==> config.mk <==
export PLATFORM = sky130hd
export DESIGN_NAME = dcdc_decode
export DESIGN_NICKNAME = d
export VERILOG_FILES = /design/src/rtl/core/dcdc_pkg.sv /design/src/rtl/core/dcdc_decode.sv
export SDC_FILE = /design/constraint.sdc
export NUM_CORES = 1
export LEC_CHECK = 0
export BUFFER_PORTS_ARGS = -buffer_cell sky130_fd_sc_hd__buf_2
export CORE_UTILIZATION = 30
export CTS_BUF_LIST = sky130_fd_sc_hd__clkbuf_4
export CTS_CLUSTER_SIZE = 30
export DETAILED_ROUTE_END_ITERATION = 12
export GPL_TIMING_DRIVEN = 0
export SLEW_MARGIN = 10
export SYNTH_ARGS = -nofsm -noshare
export SYNTH_HDL_FRONTEND = slang
export SYNTH_SLANG_ARGS = --single-unit
==> constraint.sdc <==
create_clock -name clk -period 7.1 [get_ports clk]
set_clock_uncertainty 0.15 [all_clocks]
set_input_delay 0 -clock clk [delete_from_list [all_inputs] [get_ports clk]]
set_output_delay 0 -clock clk [all_outputs]
set_load 0.01 [all_outputs]
==> src/rtl/core/dcdc_pkg.sv <==
package dcdc_pkg;

  // Field widths of the request and result items.
  localparam int DAY_W    = 16;
  localparam int DATE_W   = 21;
  localparam int COUNT_W  = 17;
  localparam int PACKED_W = 19;

  // Number of pipeline stages in front of the result register.
  localparam int NSTAGE = 4;

  // Request modes.
  localparam logic MODE_DECODE = 1'b0;
  localparam logic MODE_ENCODE = 1'b1;

  // Last valid day count (31 December 2079).
  localparam logic [DAY_W-1:0] MAX_DAY_COUNT = 16'd36525;

  // Reciprocals for the constant divisions (value times RECIP, shifted right by SHIFT).
  localparam logic [15:0] RECIP_1461  = 16'd45934;
  localparam int          SHIFT_1461  = 26;
  localparam logic [20:0] RECIP_10000 = 21'd1717987;
  localparam int          SHIFT_10000 = 34;
  localparam logic [13:0] RECIP_100   = 14'd10486;
  localparam int          SHIFT_100   = 20;

  // Load enables for the four pipeline stages.
  typedef struct packed {
    logic s1;
    logic s2;
    logic s3;
    logic s4;
  } stage_en_t;

  // Length of month mon (1 to 12); zero for any other code.
  function automatic logic [4:0] month_len(input logic [3:0] mon, input logic leap);
    logic [4:0] len;
    case (mon)
      4'd1, 4'd3, 4'd5, 4'd7, 4'd8, 4'd10, 4'd12: len = 5'd31;
      4'd4, 4'd6, 4'd9, 4'd11:                    len = 5'd30;
      4'd2:                                       len = leap ? 5'd29 : 5'd28;
      default:                                    len = 5'd0;
    endcase
    return len;
  endfunction

  // Day of year (from 0) on which the month with zero-based index idx starts.
  function automatic logic [8:0] month_start(input logic [3:0] idx, input logic leap);
    logic [8:0] base;
    case (idx)
      4'd0:    base = 9'd0;
      4'd1:    base = 9'd31;
      4'd2:    base = 9'd59;
      4'd3:    base = 9'd90;
      4'd4:    base = 9'd120;
      4'd5:    base = 9'd151;
      4'd6:    base = 9'd181;
      4'd7:    base = 9'd212;
      4'd8:    base = 9'd243;
      4'd9:    base = 9'd273;
      4'd10:   base = 9'd304;
      4'd11:   base = 9'd334;
      default: base = 9'd0;
    endcase
    return base + 9'((leap && (idx >= 4'd2)) ? 1 : 0);
  endfunction

  // Days before 1 January of year 1980 + y, over the leap-every-fourth-year rule.
  function automatic logic [15:0] year_start(input logic [6:0] y);
    logic [15:0] yw;
    yw = 16'(y);
    return 16'(yw * 16'd365) + 16'((yw + 16'd3) >> 2);
  endfunction

endpackage

==> src/rtl/core/dcdc_decode.sv <==
module dcdc_decode
  import dcdc_pkg::*;
(
  input  logic                clk,
  input  stage_en_t           en,
  input  logic [DAY_W-1:0]    day_number,
  output logic [PACKED_W-1:0] packed_date,
  output logic                bad
);

  logic [DAY_W-1:0] dn_r;
  logic             bad2_r;
  logic [DAY_W-1:0] d2_r;
  logic [5:0]       q2_r;
  logic [6:0]       yy3_r;
  logic [8:0]       doy3_r;
  logic             leap3_r;
  logic             bad3_r;
  logic [3:0]       mon4_r;
  logic [4:0]       dom4_r;
  logic [6:0]       yy4_r;
  logic             bad4_r;

  logic [DAY_W-1:0] d_s2;
  logic [31:0]      qprod_s2;
  logic [DAY_W-1:0] rfull_s3;
  logic [10:0]      r_s3;
  logic [1:0]       yoff_s3;
  logic [10:0]      ofs_s3;
  logic [6:0]       y_s3;
  logic [3:0]       mon_s4;
  logic [8:0]       dom_s4;

  // Stage 1: capture the day count.
  always_ff @(posedge clk) begin
    if (en.s1) begin
      dn_r <= day_number;
    end
  end

  // Stage 2: range check and four-year cycle number.
  assign d_s2     = dn_r - DAY_W'(1);
  assign qprod_s2 = 32'(d_s2) * 32'(RECIP_1461);

  always_ff @(posedge clk) begin
    if (en.s2) begin
      bad2_r <= (dn_r == '0) || (dn_r > MAX_DAY_COUNT);
      d2_r   <= d_s2;
      q2_r   <= qprod_s2[SHIFT_1461 +: 6];
    end
  end

  // Stage 3: year within the cycle and day of year.
  assign rfull_s3 = d2_r - DAY_W'(17'(q2_r) * 17'd1461);
  assign r_s3     = rfull_s3[10:0];

  always_comb begin
    if (r_s3 >= 11'd1096) begin
      yoff_s3 = 2'd3;
      ofs_s3  = 11'd1096;
    end else if (r_s3 >= 11'd731) begin
      yoff_s3 = 2'd2;
      ofs_s3  = 11'd731;
    end else if (r_s3 >= 11'd366) begin
      yoff_s3 = 2'd1;
      ofs_s3  = 11'd366;
    end else begin
      yoff_s3 = 2'd0;
      ofs_s3  = 11'd0;
    end
  end

  assign y_s3 = 7'({q2_r[4:0], 2'b00}) + 7'(yoff_s3);

  always_ff @(posedge clk) begin
    if (en.s3) begin
      yy3_r   <= (y_s3 < 7'd20) ? y_s3 + 7'd80 : y_s3 - 7'd20;
      doy3_r  <= 9'(r_s3 - ofs_s3);
      leap3_r <= (yoff_s3 == 2'd0);
      bad3_r  <= bad2_r;
    end
  end

  // Stage 4: month search over the month start table.
  always_comb begin
    mon_s4 = 4'd0;
    for (int m = 1; m < 12; m++) begin
      if (doy3_r >= month_start(4'(m), leap3_r)) begin
        mon_s4 = 4'(m);
      end
    end
  end

  assign dom_s4 = doy3_r - month_start(mon_s4, leap3_r);

  always_ff @(posedge clk) begin
    if (en.s4) begin
      mon4_r <= mon_s4;
      dom4_r <= dom_s4[4:0];
      yy4_r  <= yy3_r;
      bad4_r <= bad3_r;
    end
  end

  // Assemble the decimal DDMMYY word.
  assign packed_date = bad4_r ? '0 :
                       PACKED_W'((19'(dom4_r) + 19'd1) * 19'd10000) +
                       PACKED_W'((19'(mon4_r) + 19'd1) * 19'd100) +
                       PACKED_W'(yy4_r);
  assign bad = bad4_r;

endmodule

==> flow_metrics.env <==
export IMPL_timing_rr_start="dn_r[2]"
export IMPL_dr_pass1_iters=4
export IMPL_cp_depth=27
export IMPL_reg2regPathDepth=27
export IMPL_synthArstFlopShare_pct=0
export IMPL_drv_slew=0
export IMPL_clock_sinks=69
export IMPL_tightest_slew_ns=0.988
export IMPL_post_route_cells_drive_above_1_share_pct=11.6
export IMPL_path_delay_family="adder cells"
export IMPL_grt_max_degree=19
export IMPL_cp_required_ns=7.17
export IMPL_via_per_inst=4.49
export IMPL_synth_top_cell_area_share_pct=25.7
export IMPL_synth_seq_cells=69
export IMPL_vias=8002
export IMPL_die_y_um=198
export IMPL_place_congestion=0.870
export IMPL_die_w_um=198
export IMPL_setup_violations=0
export IMPL_clk_latency_ns=0.48
export IMPL_netlist_instances=1171
export IMPL_endpoint_kind="register"
export IMPL_cts_path_max_buffers=2
export IMPL_critPathMaxStageDelay_ns=0.54
export IMPL_clock_fmax_ghz=0.143
export IMPL_arrival_ns=7.05
export IMPL_cts_tree="done"
export IMPL_clockRootBuffer="clkbuf_4"
export IMPL_start_kind="register"
export IMPL_syn_area_per_cell_um2=9.87
export IMPL_ys_warn_count=0
export IMPL_grt_use_total_pct=12.4
export IMPL_numCtsBuffers=9
export IMPL_initial_utilization_pct=30.6
export IMPL_hp_class="input port to register"
export IMPL_yosysTopAreaCell="ha_1"
export IMPL_htreeDepth=3
export IMPL_setup_worst_path_start="dn_r[2]"
export IMPL_synth_area_leaders="ha_1 (26%), fa_1 (22%), edfxtp_1 (18%)"
export IMPL_fin_crit_ns=6.98
export IMPL_mostFrequentLayoutCells="inv_1 (283), ha_1 (230), fa_1 (123), edfxtp_1 (69)"
export IMPL_wire_per_inst_um=12.9
export IMPL_fillCellCount=3803
export IMPL_rsz0062_at_grt="true"
export IMPL_cp_num_buf_inv=6
export IMPL_io_buffers=40
export IMPL_setup_tns_final_ns=0
export IMPL_design_portCount=41
export IMPL_synth_edf_count=69
export IMPL_rows=71
export IMPL_mappedNetlistArea_um2=11600
export IMPL_fin_crit_sh_pct=98.3
export IMPL_synthToLayoutAreaGrowth_pct=15.2
export IMPL_yosysUniqueCellTypes=58
export IMPL_route_detailed_drc=0
export IMPL_yosys_most_used_dff="edfxtp_1"
export IMPL_hold_viol_final=0
export IMPL_instances_no_fill=1781
export IMPL_hpwlAfterDp_um=19400
export IMPL_reg2reg_to="q2_r[5]"
export IMPL_ant_nets=0
export IMPL_grt_pass1_wl_um=38800
export IMPL_die_area_um2=39300
export IMPL_slew_headroom_pct=33.9
export IMPL_crit_fanout=4
export IMPL_final_common_cell="inv_1"
export IMPL_overflow=0
export IMPL_rrSetupSlack_ns=0.12
export IMPL_grt_antenna_before_repair=1
export IMPL_timing_hold_ws_ns=0.0689
export IMPL_critPathCapture="q2_r[5]"
export IMPL_crit_slowest_cell="fa_1"
export IMPL_wirelength_um=22900
export IMPL_status="finished, final reports clean"
export IMPL_core_area_um2=37800
export IMPL_grt_pass1_vias=8385
export IMPL_drt_iter0_drc=185
export IMPL_yosysSeqAreaShare_pct=17.9
export IMPL_critical_path_class="register to register"
export IMPL_synthesis_nets=1554
export IMPL_path_common_cell="fa_1"
export IMPL_num_nets_final=1647
export IMPL_clk_pin_slew_worst_paths_ns=0.14
export IMPL_dp_cells=1722
export IMPL_maxCapViolations=0
[synth_stat cells, types with 3 or more instances]
| master | number |
|---|---|
| edfxtp_1 | 69 |
| xor2_1 | 44 |
| or2_2 | 7 |
| inv_1 | 294 |
| ha_1 | 237 |
| o31ai_1 | 4 |
| and2_1 | 5 |
| nor2_1 | 37 |
| nor2b_1 | 15 |
| nand2b_1 | 13 |
| fa_1 | 125 |
| nand4_1 | 5 |
| clkbuf_1 | 6 |
| o21bai_1 | 5 |
| and3_1 | 7 |
| o31a_1 | 4 |
| a31oi_1 | 11 |
| o21ai_0 | 28 |
| xnor2_1 | 47 |
| or3_1 | 3 |
| nor3_1 | 15 |
| o21a_1 | 10 |
| a21o_1 | 23 |
| nand2_1 | 41 |
| nand3_1 | 12 |
| a21boi_0 | 5 |
| a211oi_1 | 8 |
| o2111ai_1 | 3 |
| a21oi_1 | 42 |
| o211ai_1 | 5 |
| nor4_1 | 5 |
[worst reg2reg max path: stages, from the launching register on]
cell	delay, ns
edfxtp_1	0.46
nor3_2	0.24
nand2b_1	0.13
nor3_4	0.17
nand2_2	0.13
nor3b_4	0.24
xor2_2	0.21
inv_2	0.11
fa_1	0.54
inv_1	0.05
fa_1	0.48
inv_1	0.05
fa_1	0.47
fa_1	0.51
inv_1	0.04
fa_1	0.50
inv_2	0.05
fa_1	0.51
inv_2	0.05
ha_4	0.24
a21o_1	0.17
a21o_1	0.16
a211o_1	0.26
a21oi_2	0.15
nor3b_4	0.26
o31ai_2	0.10
a31oi_1	0.21
xnor2_1	0.10
[per-layer routing]
layer	GRT usage, %	share of wire (%)	wire, µm
met1	14.6	45	10300
met2	23.1	51	11700
met3	2.30	2.5	570
met4	2.53	1.3	289
met5	0	0	0
[timing repair]
action / in CTS / in global routing
pin swaps: 33 / 16
setup buffers: 17 / 5
setup endpoints to repair: 6 / 6
gates resized for setup: 60 / 9
cloned: 0 / 0
endpoints found under the hold margin: 85 / 0
hold buffers: 20 / 0
[sequential cells by signal, summed over array words and instances, names as in the netlist, 4 cells and up]
register and flops:
d2_r 11, yy3_r 7, dom4_r 5, q2_r 6, doy3_r 9, yy4_r 7
mon4_r 4, dn_r 16
[kinds of logic after synthesis]
kind of cell	count (synthesis)	share of synthesized area [%]
AOI/OAI and AO/OA	171	10.1
buffers and inverters	302	9.83
DFF	69	17.9
and+or+nand+nor	173	7.57
xor gates and xnor gates	92	7.09
muxes	2	0.184
adders and majority gates	362	47.3
[cell type report]
cell class                 count  area, µm²  area share, %
clock inverter                 6       87.6          0.658
clock buffer                  10       75.1          0.564
multi-input combinational    800       8720           65.5
sequential                    69       2070           15.6
timing repair buffer          82        573           4.30
buffer                         8       32.5          0.244
tap                          511        639           4.80
inverter                     294       1110           8.34
antenna                        1       2.50         0.0188
[metrics by stage]
stage          worst slack (ns)  utilization, %  cell area (µm²)
2_1_floorplan            0.0324               -            11600
3_3_place_gp              -1.21            32.8            12400
3_5_place_dp              -1.37            32.8            12400
4_1_cts                 -0.0343            35.0            13200
5_1_grt                  -0.125            35.3            13300
6_report                  0.121            35.3            13300
[how the worst min path moves through the flow]
stage	from	endpoint	slack, ns	depth (start not counted)
3_5_place_dp	day_number[11]	dn_r[11]	0.03	1
3_3_place_gp	day_number[10]	dn_r[10]	0.03	1
4_1_cts	day_number[14]	dn_r[14]	0.02	2
2_1_floorplan	day_number[0]	dn_r[0]	-0.05	0
5_1_grt	day_number[13]	dn_r[13]	0.04	2
6_report	day_number[13]	dn_r[13]	0.07	2
Power is left out: the tool's default activity adds up to more than one toggle a clock period on the data nets, which glitch-free logic cannot reach.
