**config.mk**
```make
export PLATFORM = sky130hd
export DESIGN_NAME = dcdc_encode
export DESIGN_NICKNAME = d
export VERILOG_FILES = /design/src/rtl/core/dcdc_pkg.sv /design/src/rtl/core/dcdc_encode.sv
export SDC_FILE = /design/constraint.sdc
export NUM_CORES = 1
export LEC_CHECK = 0
export BUFFER_PORTS_ARGS = -buffer_cell sky130_fd_sc_hd__buf_2
export CORE_ASPECT_RATIO = 1.2
export CORE_MARGIN = 2
export CORE_UTILIZATION = 44
export DETAILED_ROUTE_END_ITERATION = 7
export GPL_TIMING_DRIVEN = 0
export SLEW_MARGIN = 5
export SYNTH_ARGS = -nofsm -noshare
export SYNTH_HDL_FRONTEND = slang
export SYNTH_SLANG_ARGS = --single-unit
export TNS_END_PERCENT = 1
```
**constraint.sdc**
```tcl
create_clock -name clk -period 32.8 [get_ports clk]
set_input_delay 9.84 -clock clk [delete_from_list [all_inputs] [get_ports clk]]
set_output_delay 9.84 -clock clk [all_outputs]
set_load 0.01 [all_outputs]
```
**src/rtl/core/dcdc_pkg.sv**
```systemverilog
package dcdc_pkg;

  // Field widths of the request and result items.
  localparam int DAY_W    = 16;
  localparam int DATE_W   = 21;
  localparam int COUNT_W  = 17;
  localparam int PACKED_W = 19;

  // Number of pipeline stages in front of the result register.
  localparam int NSTAGE = 4;

  // Request modes.
  localparam logic MODE_DECODE = 1'b0;
  localparam logic MODE_ENCODE = 1'b1;

  // Last valid day count (31 December 2079).
  localparam logic [DAY_W-1:0] MAX_DAY_COUNT = 16'd36525;

  // Reciprocals for the constant divisions (value times RECIP, shifted right by SHIFT).
  localparam logic [15:0] RECIP_1461  = 16'd45934;
  localparam int          SHIFT_1461  = 26;
  localparam logic [20:0] RECIP_10000 = 21'd1717987;
  localparam int          SHIFT_10000 = 34;
  localparam logic [13:0] RECIP_100   = 14'd10486;
  localparam int          SHIFT_100   = 20;

  // Load enables for the four pipeline stages.
  typedef struct packed {
    logic s1;
    logic s2;
    logic s3;
    logic s4;
  } stage_en_t;

  // Length of month mon (1 to 12); zero for any other code.
  function automatic logic [4:0] month_len(input logic [3:0] mon, input logic leap);
    logic [4:0] len;
    case (mon)
      4'd1, 4'd3, 4'd5, 4'd7, 4'd8, 4'd10, 4'd12: len = 5'd31;
      4'd4, 4'd6, 4'd9, 4'd11:                    len = 5'd30;
      4'd2:                                       len = leap ? 5'd29 : 5'd28;
      default:                                    len = 5'd0;
    endcase
    return len;
  endfunction

  // Day of year (from 0) on which the month with zero-based index idx starts.
  function automatic logic [8:0] month_start(input logic [3:0] idx, input logic leap);
    logic [8:0] base;
    case (idx)
      4'd0:    base = 9'd0;
      4'd1:    base = 9'd31;
      4'd2:    base = 9'd59;
      4'd3:    base = 9'd90;
      4'd4:    base = 9'd120;
      4'd5:    base = 9'd151;
      4'd6:    base = 9'd181;
      4'd7:    base = 9'd212;
      4'd8:    base = 9'd243;
      4'd9:    base = 9'd273;
      4'd10:   base = 9'd304;
      4'd11:   base = 9'd334;
      default: base = 9'd0;
    endcase
    return base + 9'((leap && (idx >= 4'd2)) ? 1 : 0);
  endfunction

  // Days before 1 January of year 1980 + y, over the leap-every-fourth-year rule.
  function automatic logic [15:0] year_start(input logic [6:0] y);
    logic [15:0] yw;
    yw = 16'(y);
    return 16'(yw * 16'd365) + 16'((yw + 16'd3) >> 2);
  endfunction

endpackage

```
**src/rtl/core/dcdc_encode.sv**
```systemverilog
module dcdc_encode
  import dcdc_pkg::*;
(
  input  logic                       clk,
  input  stage_en_t                  en,
  input  logic signed [DATE_W-1:0]   packed_date,
  output logic signed [COUNT_W-1:0]  day_count,
  output logic                       bad
);

  logic [DATE_W-1:0] pd_r;
  logic              pass2_r, neg2_r;
  logic [19:0]       v2_r;
  logic [6:0]        dd2_r;
  logic              pass3_r, neg3_r;
  logic [13:0]       rem3_r;
  logic [6:0]        dd3_r;
  logic              pass4_r, neg4_r;
  logic [13:0]       rem4_r;
  logic [6:0]        mm4_r;
  logic [6:0]        dd4_r;

  logic [40:0]       ddprod_s2;
  logic [19:0]       rem_s3;
  logic [27:0]       mmprod_s4;
  logic [13:0]       yysub;
  logic [6:0]        yy;
  logic              leap;
  logic              mm_ok, dd_ok;
  logic [3:0]        mon;
  logic [4:0]        maxd;
  logic [6:0]        y;
  logic [COUNT_W-1:0] days;

  // Stage 1: capture the date word.
  always_ff @(posedge clk) begin
    if (en.s1) begin
      pd_r <= packed_date;
    end
  end

  // Stage 2: pass-through and sign checks, day digits.
  assign ddprod_s2 = 41'(pd_r[19:0]) * 41'(RECIP_10000);

  always_ff @(posedge clk) begin
    if (en.s2) begin
      pass2_r <= &pd_r;
      neg2_r  <= pd_r[DATE_W-1];
      v2_r    <= pd_r[19:0];
      dd2_r   <= ddprod_s2[SHIFT_10000 +: 7];
    end
  end

  // Stage 3: remainder after the day digits.
  assign rem_s3 = v2_r - 20'(20'(dd2_r) * 20'd10000);

  always_ff @(posedge clk) begin
    if (en.s3) begin
      pass3_r <= pass2_r;
      neg3_r  <= neg2_r;
      rem3_r  <= rem_s3[13:0];
      dd3_r   <= dd2_r;
    end
  end

  // Stage 4: month digits.
  assign mmprod_s4 = 28'(rem3_r) * 28'(RECIP_100);

  always_ff @(posedge clk) begin
    if (en.s4) begin
      pass4_r <= pass3_r;
      neg4_r  <= neg3_r;
      rem4_r  <= rem3_r;
      mm4_r   <= mmprod_s4[SHIFT_100 +: 7];
      dd4_r   <= dd3_r;
    end
  end

  // Year digits, field checks and the day count sum.
  assign yysub = rem4_r - 14'(14'(mm4_r) * 14'd100);
  assign yy    = yysub[6:0];
  assign leap  = (yy[1:0] == 2'b00);
  assign mm_ok = (mm4_r >= 7'd1) && (mm4_r <= 7'd12);
  assign mon   = mm4_r[3:0];
  assign maxd  = month_len(mon, leap);
  assign dd_ok = (dd4_r != 7'd0) && (dd4_r <= 7'(maxd));
  assign y     = (yy < 7'd80) ? yy + 7'd20 : yy - 7'd80;
  assign days  = COUNT_W'(year_start(y)) +
                 COUNT_W'(month_start(mon - 4'd1, leap)) +
                 COUNT_W'(dd4_r);

  always_comb begin
    if (pass4_r) begin
      day_count = '1;
      bad       = 1'b0;
    end else if (neg4_r || !mm_ok || !dd_ok) begin
      day_count = '0;
      bad       = 1'b1;
    end else begin
      day_count = days;
      bad       = 1'b0;
    end
  end

endmodule
```
==> results_tabular.tex <==
\begin{tabular}{lr}
\hline
Metric & Value \\
\hline
\multicolumn{2}{l}{\textbf{Setup path}} \\
\quad CP max stage delay & roughly 0.66 ns \\
\quad Critical Path Start Type & register \\
\quad Biggest fanout along the worst timing path & 12 \\
\quad Critical-path cell with the highest stage delay & sky130\_fd\_sc\_hd\_\_edfxtp\_1 \\
\quad Destination of the worst register-to-register timing path & dd2\_r[5] \\
\quad Required @ worst endpoint & around 23 ns \\
\quad Worst setup EP type & output pin \\
\quad RR Startpoint & pd\_r[7] \\
\quad Worst setup slack for register-to-register paths & 25.63 ns \\
\quad Worst R2R Path Depth & 18 \\
\quad Setup Crit Path Kind & reg -> out \\
\quad Crit path arrival time & 8.94 ns \\
\multicolumn{2}{l}{\textbf{Synthesis}} \\
\quad Main flop type after synthesis & sky130\_fd\_sc\_hd\_\_edfxtp\_1 \\
\quad Number of enable-type register cells in the synthesized netlist & 90 \\
\quad Number of warning messages in the yosys log & 0 \\
\quad Simple-Gate Fraction of Synth Area & 4.97\% \\
\quad Synth Area in XOR/XNOR & under 10\% \\
\quad Post-synthesis cell area & 17100 µm² \\
\quad Number of different library cells in the post-synthesis netlist & 72 \\
\quad Post-Synth Adder-Cell Area & 57.8\% \\
\quad Synth async-reset ratio & 0\% \\
\quad Number of synthesized register bits & 90 \\
\quad Synthesized netlist net count & roughly 2.3k \\
\quad Fraction of synthesized area in multiplexers & less than 1\% \\
\quad Average size of a mapped cell & approximately 11 µm² \\
\quad Largest family of logic cells by synthesized area & adder cells \\
\quad Sequential area share after synthesis & 15.8\% \\
\quad Compound-Gate Fraction of Synth Area & 7.16\% \\
\quad Synthesized instance count & 1593 \\
\multicolumn{2}{l}{\textbf{Die}} \\
\quad Area of the die & about 40000 µm² \\
\quad Initial Utilization & approximately 44\% \\
\quad Top-level I/O count & between 40 and 50 \\
\quad Width of the chip & 184 µm \\
\quad Vert. Die Dim & 220 µm \\
\quad Core Region & 38500 µm² \\
\quad Num rows & 79 \\
\multicolumn{2}{l}{\textbf{Status}} \\
\quad Result of the run & completed \\
\multicolumn{2}{l}{\textbf{Finish}} \\
\quad Post-synthesis to final-layout area growth & 6.39\% \\
\quad \# fillers & 3636 \\
\quad Fin util & a little under half \\
\quad Final net count & 2313 \\
\quad Sequential cell area & 2700 µm² \\
\quad ANT cells & 0 \\
\quad Multi-input gate area & between 10000 and 15000 µm² \\
\quad Fraction of layout instances using a drive strength above 1 & 5.39\% \\
\multicolumn{2}{l}{\textbf{Route}} \\
\quad Total number of vias & 10.9k \\
\quad Number of routed nets with antenna violations & 0 \\
\quad Per-cell routed wire length & roughly 17 µm \\
\quad Length of the first detailed-routing pass in iterations & 4 \\
\quad Violation count after the first detailed-routing iteration & 452 \\
\quad Vias per Instance & 5.11 \\
\quad Routed Wire Length & 35.8 mm \\
\quad Total DRC errors in the routed layout & 0 \\
\multicolumn{2}{l}{\textbf{Clock network}} \\
\quad Clock tree from TritonCTS & built \\
\quad Clock-pin slew of the registers on the worst-case setup and hold paths & 0.07 ns \\
\quad Total setup buffers inserted after CTS & 0 \\
\quad Number of instances resized during post-cts repair & 0 \\
\quad Num Clock Sinks & 90 \\
\quad Maximum buffer depth of the clock tree & 2 \\
\quad Clock root cell & sky130\_fd\_sc\_hd\_\_clkbuf\_16 \\
\quad Worst skew pair latency & 0.36 ns \\
\quad Number of hold-repair buffers added at the cts stage & 0 \\
\quad Clock buffers created by TritonCTS & 9 \\
\quad H-tree Lvls & 3 \\
\multicolumn{2}{l}{\textbf{Placed design}} \\
\quad Final weighted congestion in routability-driven placement & 0.877 \\
\quad HPWL reported at the end of detailed placement & $\sim$32 mm \\
\quad PortBufs & 43 \\
\quad Pre-CTS WS & 14.41 ns \\
\multicolumn{2}{l}{\textbf{GRT}} \\
\quad Via count of the first global-routing pass & 12.0k \\
\quad Wire length of the first global-routing pass & about 60 mm \\
\quad Total routing usage reported by global routing & between 10\% and 20\% \\
\quad Pin count of the biggest net entering global routing & 24 \\
\quad Congestion Overflow GR & 0 \\
\quad Number of antenna violations at the first check in global routing & 0 \\
\multicolumn{2}{l}{\textbf{STA}} \\
\quad Final hold violation count & 0 \\
\quad Transition time of the tightest slew-check pin & between 0.8 and 0.9 ns \\
\quad Finish-stage setup viols & 0 \\
\quad Min cycle time layout & $\sim$19 ns \\
\quad Max-slew violations & 0 \\
\quad Unrepaired setup endpoints after global routing & false \\
\quad Fin Setup TNS & 0 ns \\
\quad Final setup margin & around 14 ns \\
\quad Highest attainable clock frequency & 53.2 MHz \\
\quad Post-route fraction of the period consumed by the critical path & a little under three fifths \\
\quad Relative slew slack & 44.0\% \\
\quad Worst hold slack & 0.415 ns \\
\quad Clock Skew & 0.0106 ns \\
\multicolumn{2}{l}{\textbf{Min path}} \\
\quad Launch instance of the worst min-delay path & dd3\_r[5] \\
\quad Class of the tightest hold or removal check & reg -> reg \\
\quad Worst-case hold path end point & dd4\_r[5] \\
\quad Cell count of the worst hold path & 0 \\
\multicolumn{2}{l}{\textbf{Flow run}} \\
\quad Max-cap violations & 0 \\
\hline
\end{tabular}
state kept, by name (all words and copies together) (netlist names):
| register | flops |
|---|---|
| rem3_r | 14 |
| neg4_r | 1 |
| neg3_r | 1 |
| rem4_r | 7 |
| pd_r | 21 |
| dd3_r | 7 |
| pass3_r | 1 |
| dd2_r | 7 |
| v2_r | 14 |
| pass2_r | 1 |
| pass4_r | 1 |
| neg2_r | 1 |
| dd4_r | 7 |
| mm4_r | 7 |
cell usage after synthesis (3+ instances only):
cell type | number | area share, %
sky130_fd_sc_hd__or2_2 | 5 | 0.18
sky130_fd_sc_hd__nor2b_1 | 8 | 0.29
sky130_fd_sc_hd__a211oi_1 | 7 | 0.31
sky130_fd_sc_hd__inv_1 | 429 | 9.4
sky130_fd_sc_hd__xnor2_1 | 53 | 2.7
sky130_fd_sc_hd__and3_1 | 8 | 0.29
sky130_fd_sc_hd__a31o_2 | 4 | 0.20
sky130_fd_sc_hd__a31oi_1 | 4 | 0.15
sky130_fd_sc_hd__a211o_1 | 5 | 0.26
sky130_fd_sc_hd__o31a_1 | 5 | 0.26
sky130_fd_sc_hd__o211ai_1 | 3 | 0.13
sky130_fd_sc_hd__o21bai_1 | 4 | 0.18
sky130_fd_sc_hd__or2_1 | 3 | 0.11
sky130_fd_sc_hd__o31ai_1 | 6 | 0.26
sky130_fd_sc_hd__a21boi_1 | 3 | 0.13
sky130_fd_sc_hd__clkbuf_1 | 5 | 0.11
sky130_fd_sc_hd__edfxtp_1 | 90 | 16
sky130_fd_sc_hd__and2_1 | 4 | 0.15
sky130_fd_sc_hd__or3_1 | 6 | 0.22
sky130_fd_sc_hd__nor2_1 | 25 | 0.55
sky130_fd_sc_hd__fa_1 | 249 | 29
sky130_fd_sc_hd__o21a_1 | 13 | 0.57
sky130_fd_sc_hd__nand2b_1 | 8 | 0.29
sky130_fd_sc_hd__xor2_1 | 27 | 1.4
sky130_fd_sc_hd__nand3_1 | 13 | 0.38
sky130_fd_sc_hd__xnor2_2 | 3 | 0.29
sky130_fd_sc_hd__ha_1 | 391 | 29
sky130_fd_sc_hd__a21o_1 | 14 | 0.61
sky130_fd_sc_hd__o21ai_1 | 12 | 0.35
sky130_fd_sc_hd__nor3_1 | 15 | 0.44
sky130_fd_sc_hd__a2111oi_0 | 3 | 0.15
sky130_fd_sc_hd__o21ai_0 | 32 | 0.94
sky130_fd_sc_hd__nand4_1 | 7 | 0.26
sky130_fd_sc_hd__a21oi_1 | 46 | 1.3
sky130_fd_sc_hd__nor4_1 | 8 | 0.29
sky130_fd_sc_hd__nand2_1 | 32 | 0.70
how the worst max path moves through the flow:
stage                     startpoint            end  depth (start not counted)
after global placement      mm4_r[0]  day_count[11]                         32
after CTS                   mm4_r[0]  day_count[11]                         32
final                       mm4_r[0]  day_count[11]                         32
after floorplan             mm4_r[0]  day_count[11]                         31
after global routing        mm4_r[0]  day_count[11]                         32
after detailed placement    mm4_r[0]  day_count[11]                         32
metal layers:
metal / global-route usage, % / vias up / share of wire, %
met5: 0 / - / 0
met4: 6.91 / 0 / 3.0
met3: 2.02 / 62 / 1.9
met2: 37.7 / 129 / 56
met1: 21.6 / 5428 / 39
li1: - / 5302 / -
kinds of logic (layout without fill, tap and decap cells):
family	Yosys count	count (layout)
buffers and inverters	438	496
flip-flops	90	90
AND/OR/NAND/NOR	156	156
adder cells (fa/ha/maj)	640	640
AO/OA/AOI/OAI	182	182
XOR/XNOR	83	83
multiplexers	4	4
area by class of cell:
cell class	instances	area share, %
repair buffers	43	1.18
multi-input cells	1065	70.1
clock buffers	10	1.26
flip-flops and latches	90	14.9
well taps	486	3.34
clock inverters	5	0.220
inverters	431	8.90
plain buffers	7	0.158
through the flow:
stage	area, µm²	instances
final	18200	2137
after CTS	18200	2137
after detailed placement	17900	2122
after floorplan	17100	1593
after global routing	18200	2137
after global placement	17900	2122
cell usage in the layout (no fill, tap or decap), types with 5 or more instances in the layout:
| master | n |
|---|---|
| sky130_fd_sc_hd__nand3_1 | 13 |
| sky130_fd_sc_hd__inv_1 | 429 |
| sky130_fd_sc_hd__ha_1 | 391 |
| sky130_fd_sc_hd__and3_1 | 8 |
| sky130_fd_sc_hd__o21a_1 | 13 |
| sky130_fd_sc_hd__a211o_1 | 5 |
| sky130_fd_sc_hd__nor2_1 | 25 |
| sky130_fd_sc_hd__nor3_1 | 15 |
| sky130_fd_sc_hd__nand2b_1 | 8 |
| sky130_fd_sc_hd__o21ai_0 | 32 |
| sky130_fd_sc_hd__xnor2_1 | 53 |
| sky130_fd_sc_hd__or3_1 | 6 |
| sky130_fd_sc_hd__a21o_1 | 14 |
| sky130_fd_sc_hd__nor2b_1 | 8 |
| sky130_fd_sc_hd__nor4_1 | 8 |
| sky130_fd_sc_hd__xor2_1 | 27 |
| sky130_fd_sc_hd__edfxtp_1 | 90 |
| sky130_fd_sc_hd__o21ai_1 | 12 |
| sky130_fd_sc_hd__buf_2 | 45 |
| sky130_fd_sc_hd__o31a_1 | 5 |
| sky130_fd_sc_hd__or2_2 | 5 |
| sky130_fd_sc_hd__clkbuf_16 | 9 |
| sky130_fd_sc_hd__a21oi_1 | 46 |
| sky130_fd_sc_hd__a211oi_1 | 7 |
| sky130_fd_sc_hd__o31ai_1 | 6 |
| sky130_fd_sc_hd__nand4_1 | 7 |
| sky130_fd_sc_hd__nand2_1 | 32 |
| sky130_fd_sc_hd__fa_1 | 249 |
| sky130_fd_sc_hd__clkbuf_1 | 6 |
worst max-delay path: cells and delay by family, from the launching register on:
| family | cells | cell delay [ns] |
|---|---|---|
| and+or+nand+nor | 6 | 1.23 |
| xor gates and xnor gates | 3 | 0.80 |
| adders and majority gates | 9 | 3.65 |
| buffers and inverters | 6 | 0.55 |
| DFF | 1 | 0.66 |
| AOI/OAI and AO/OA | 8 | 1.64 |
Power is left out: the tool's default activity adds up to more than one toggle a clock period on the data nets, which glitch-free logic cannot reach.
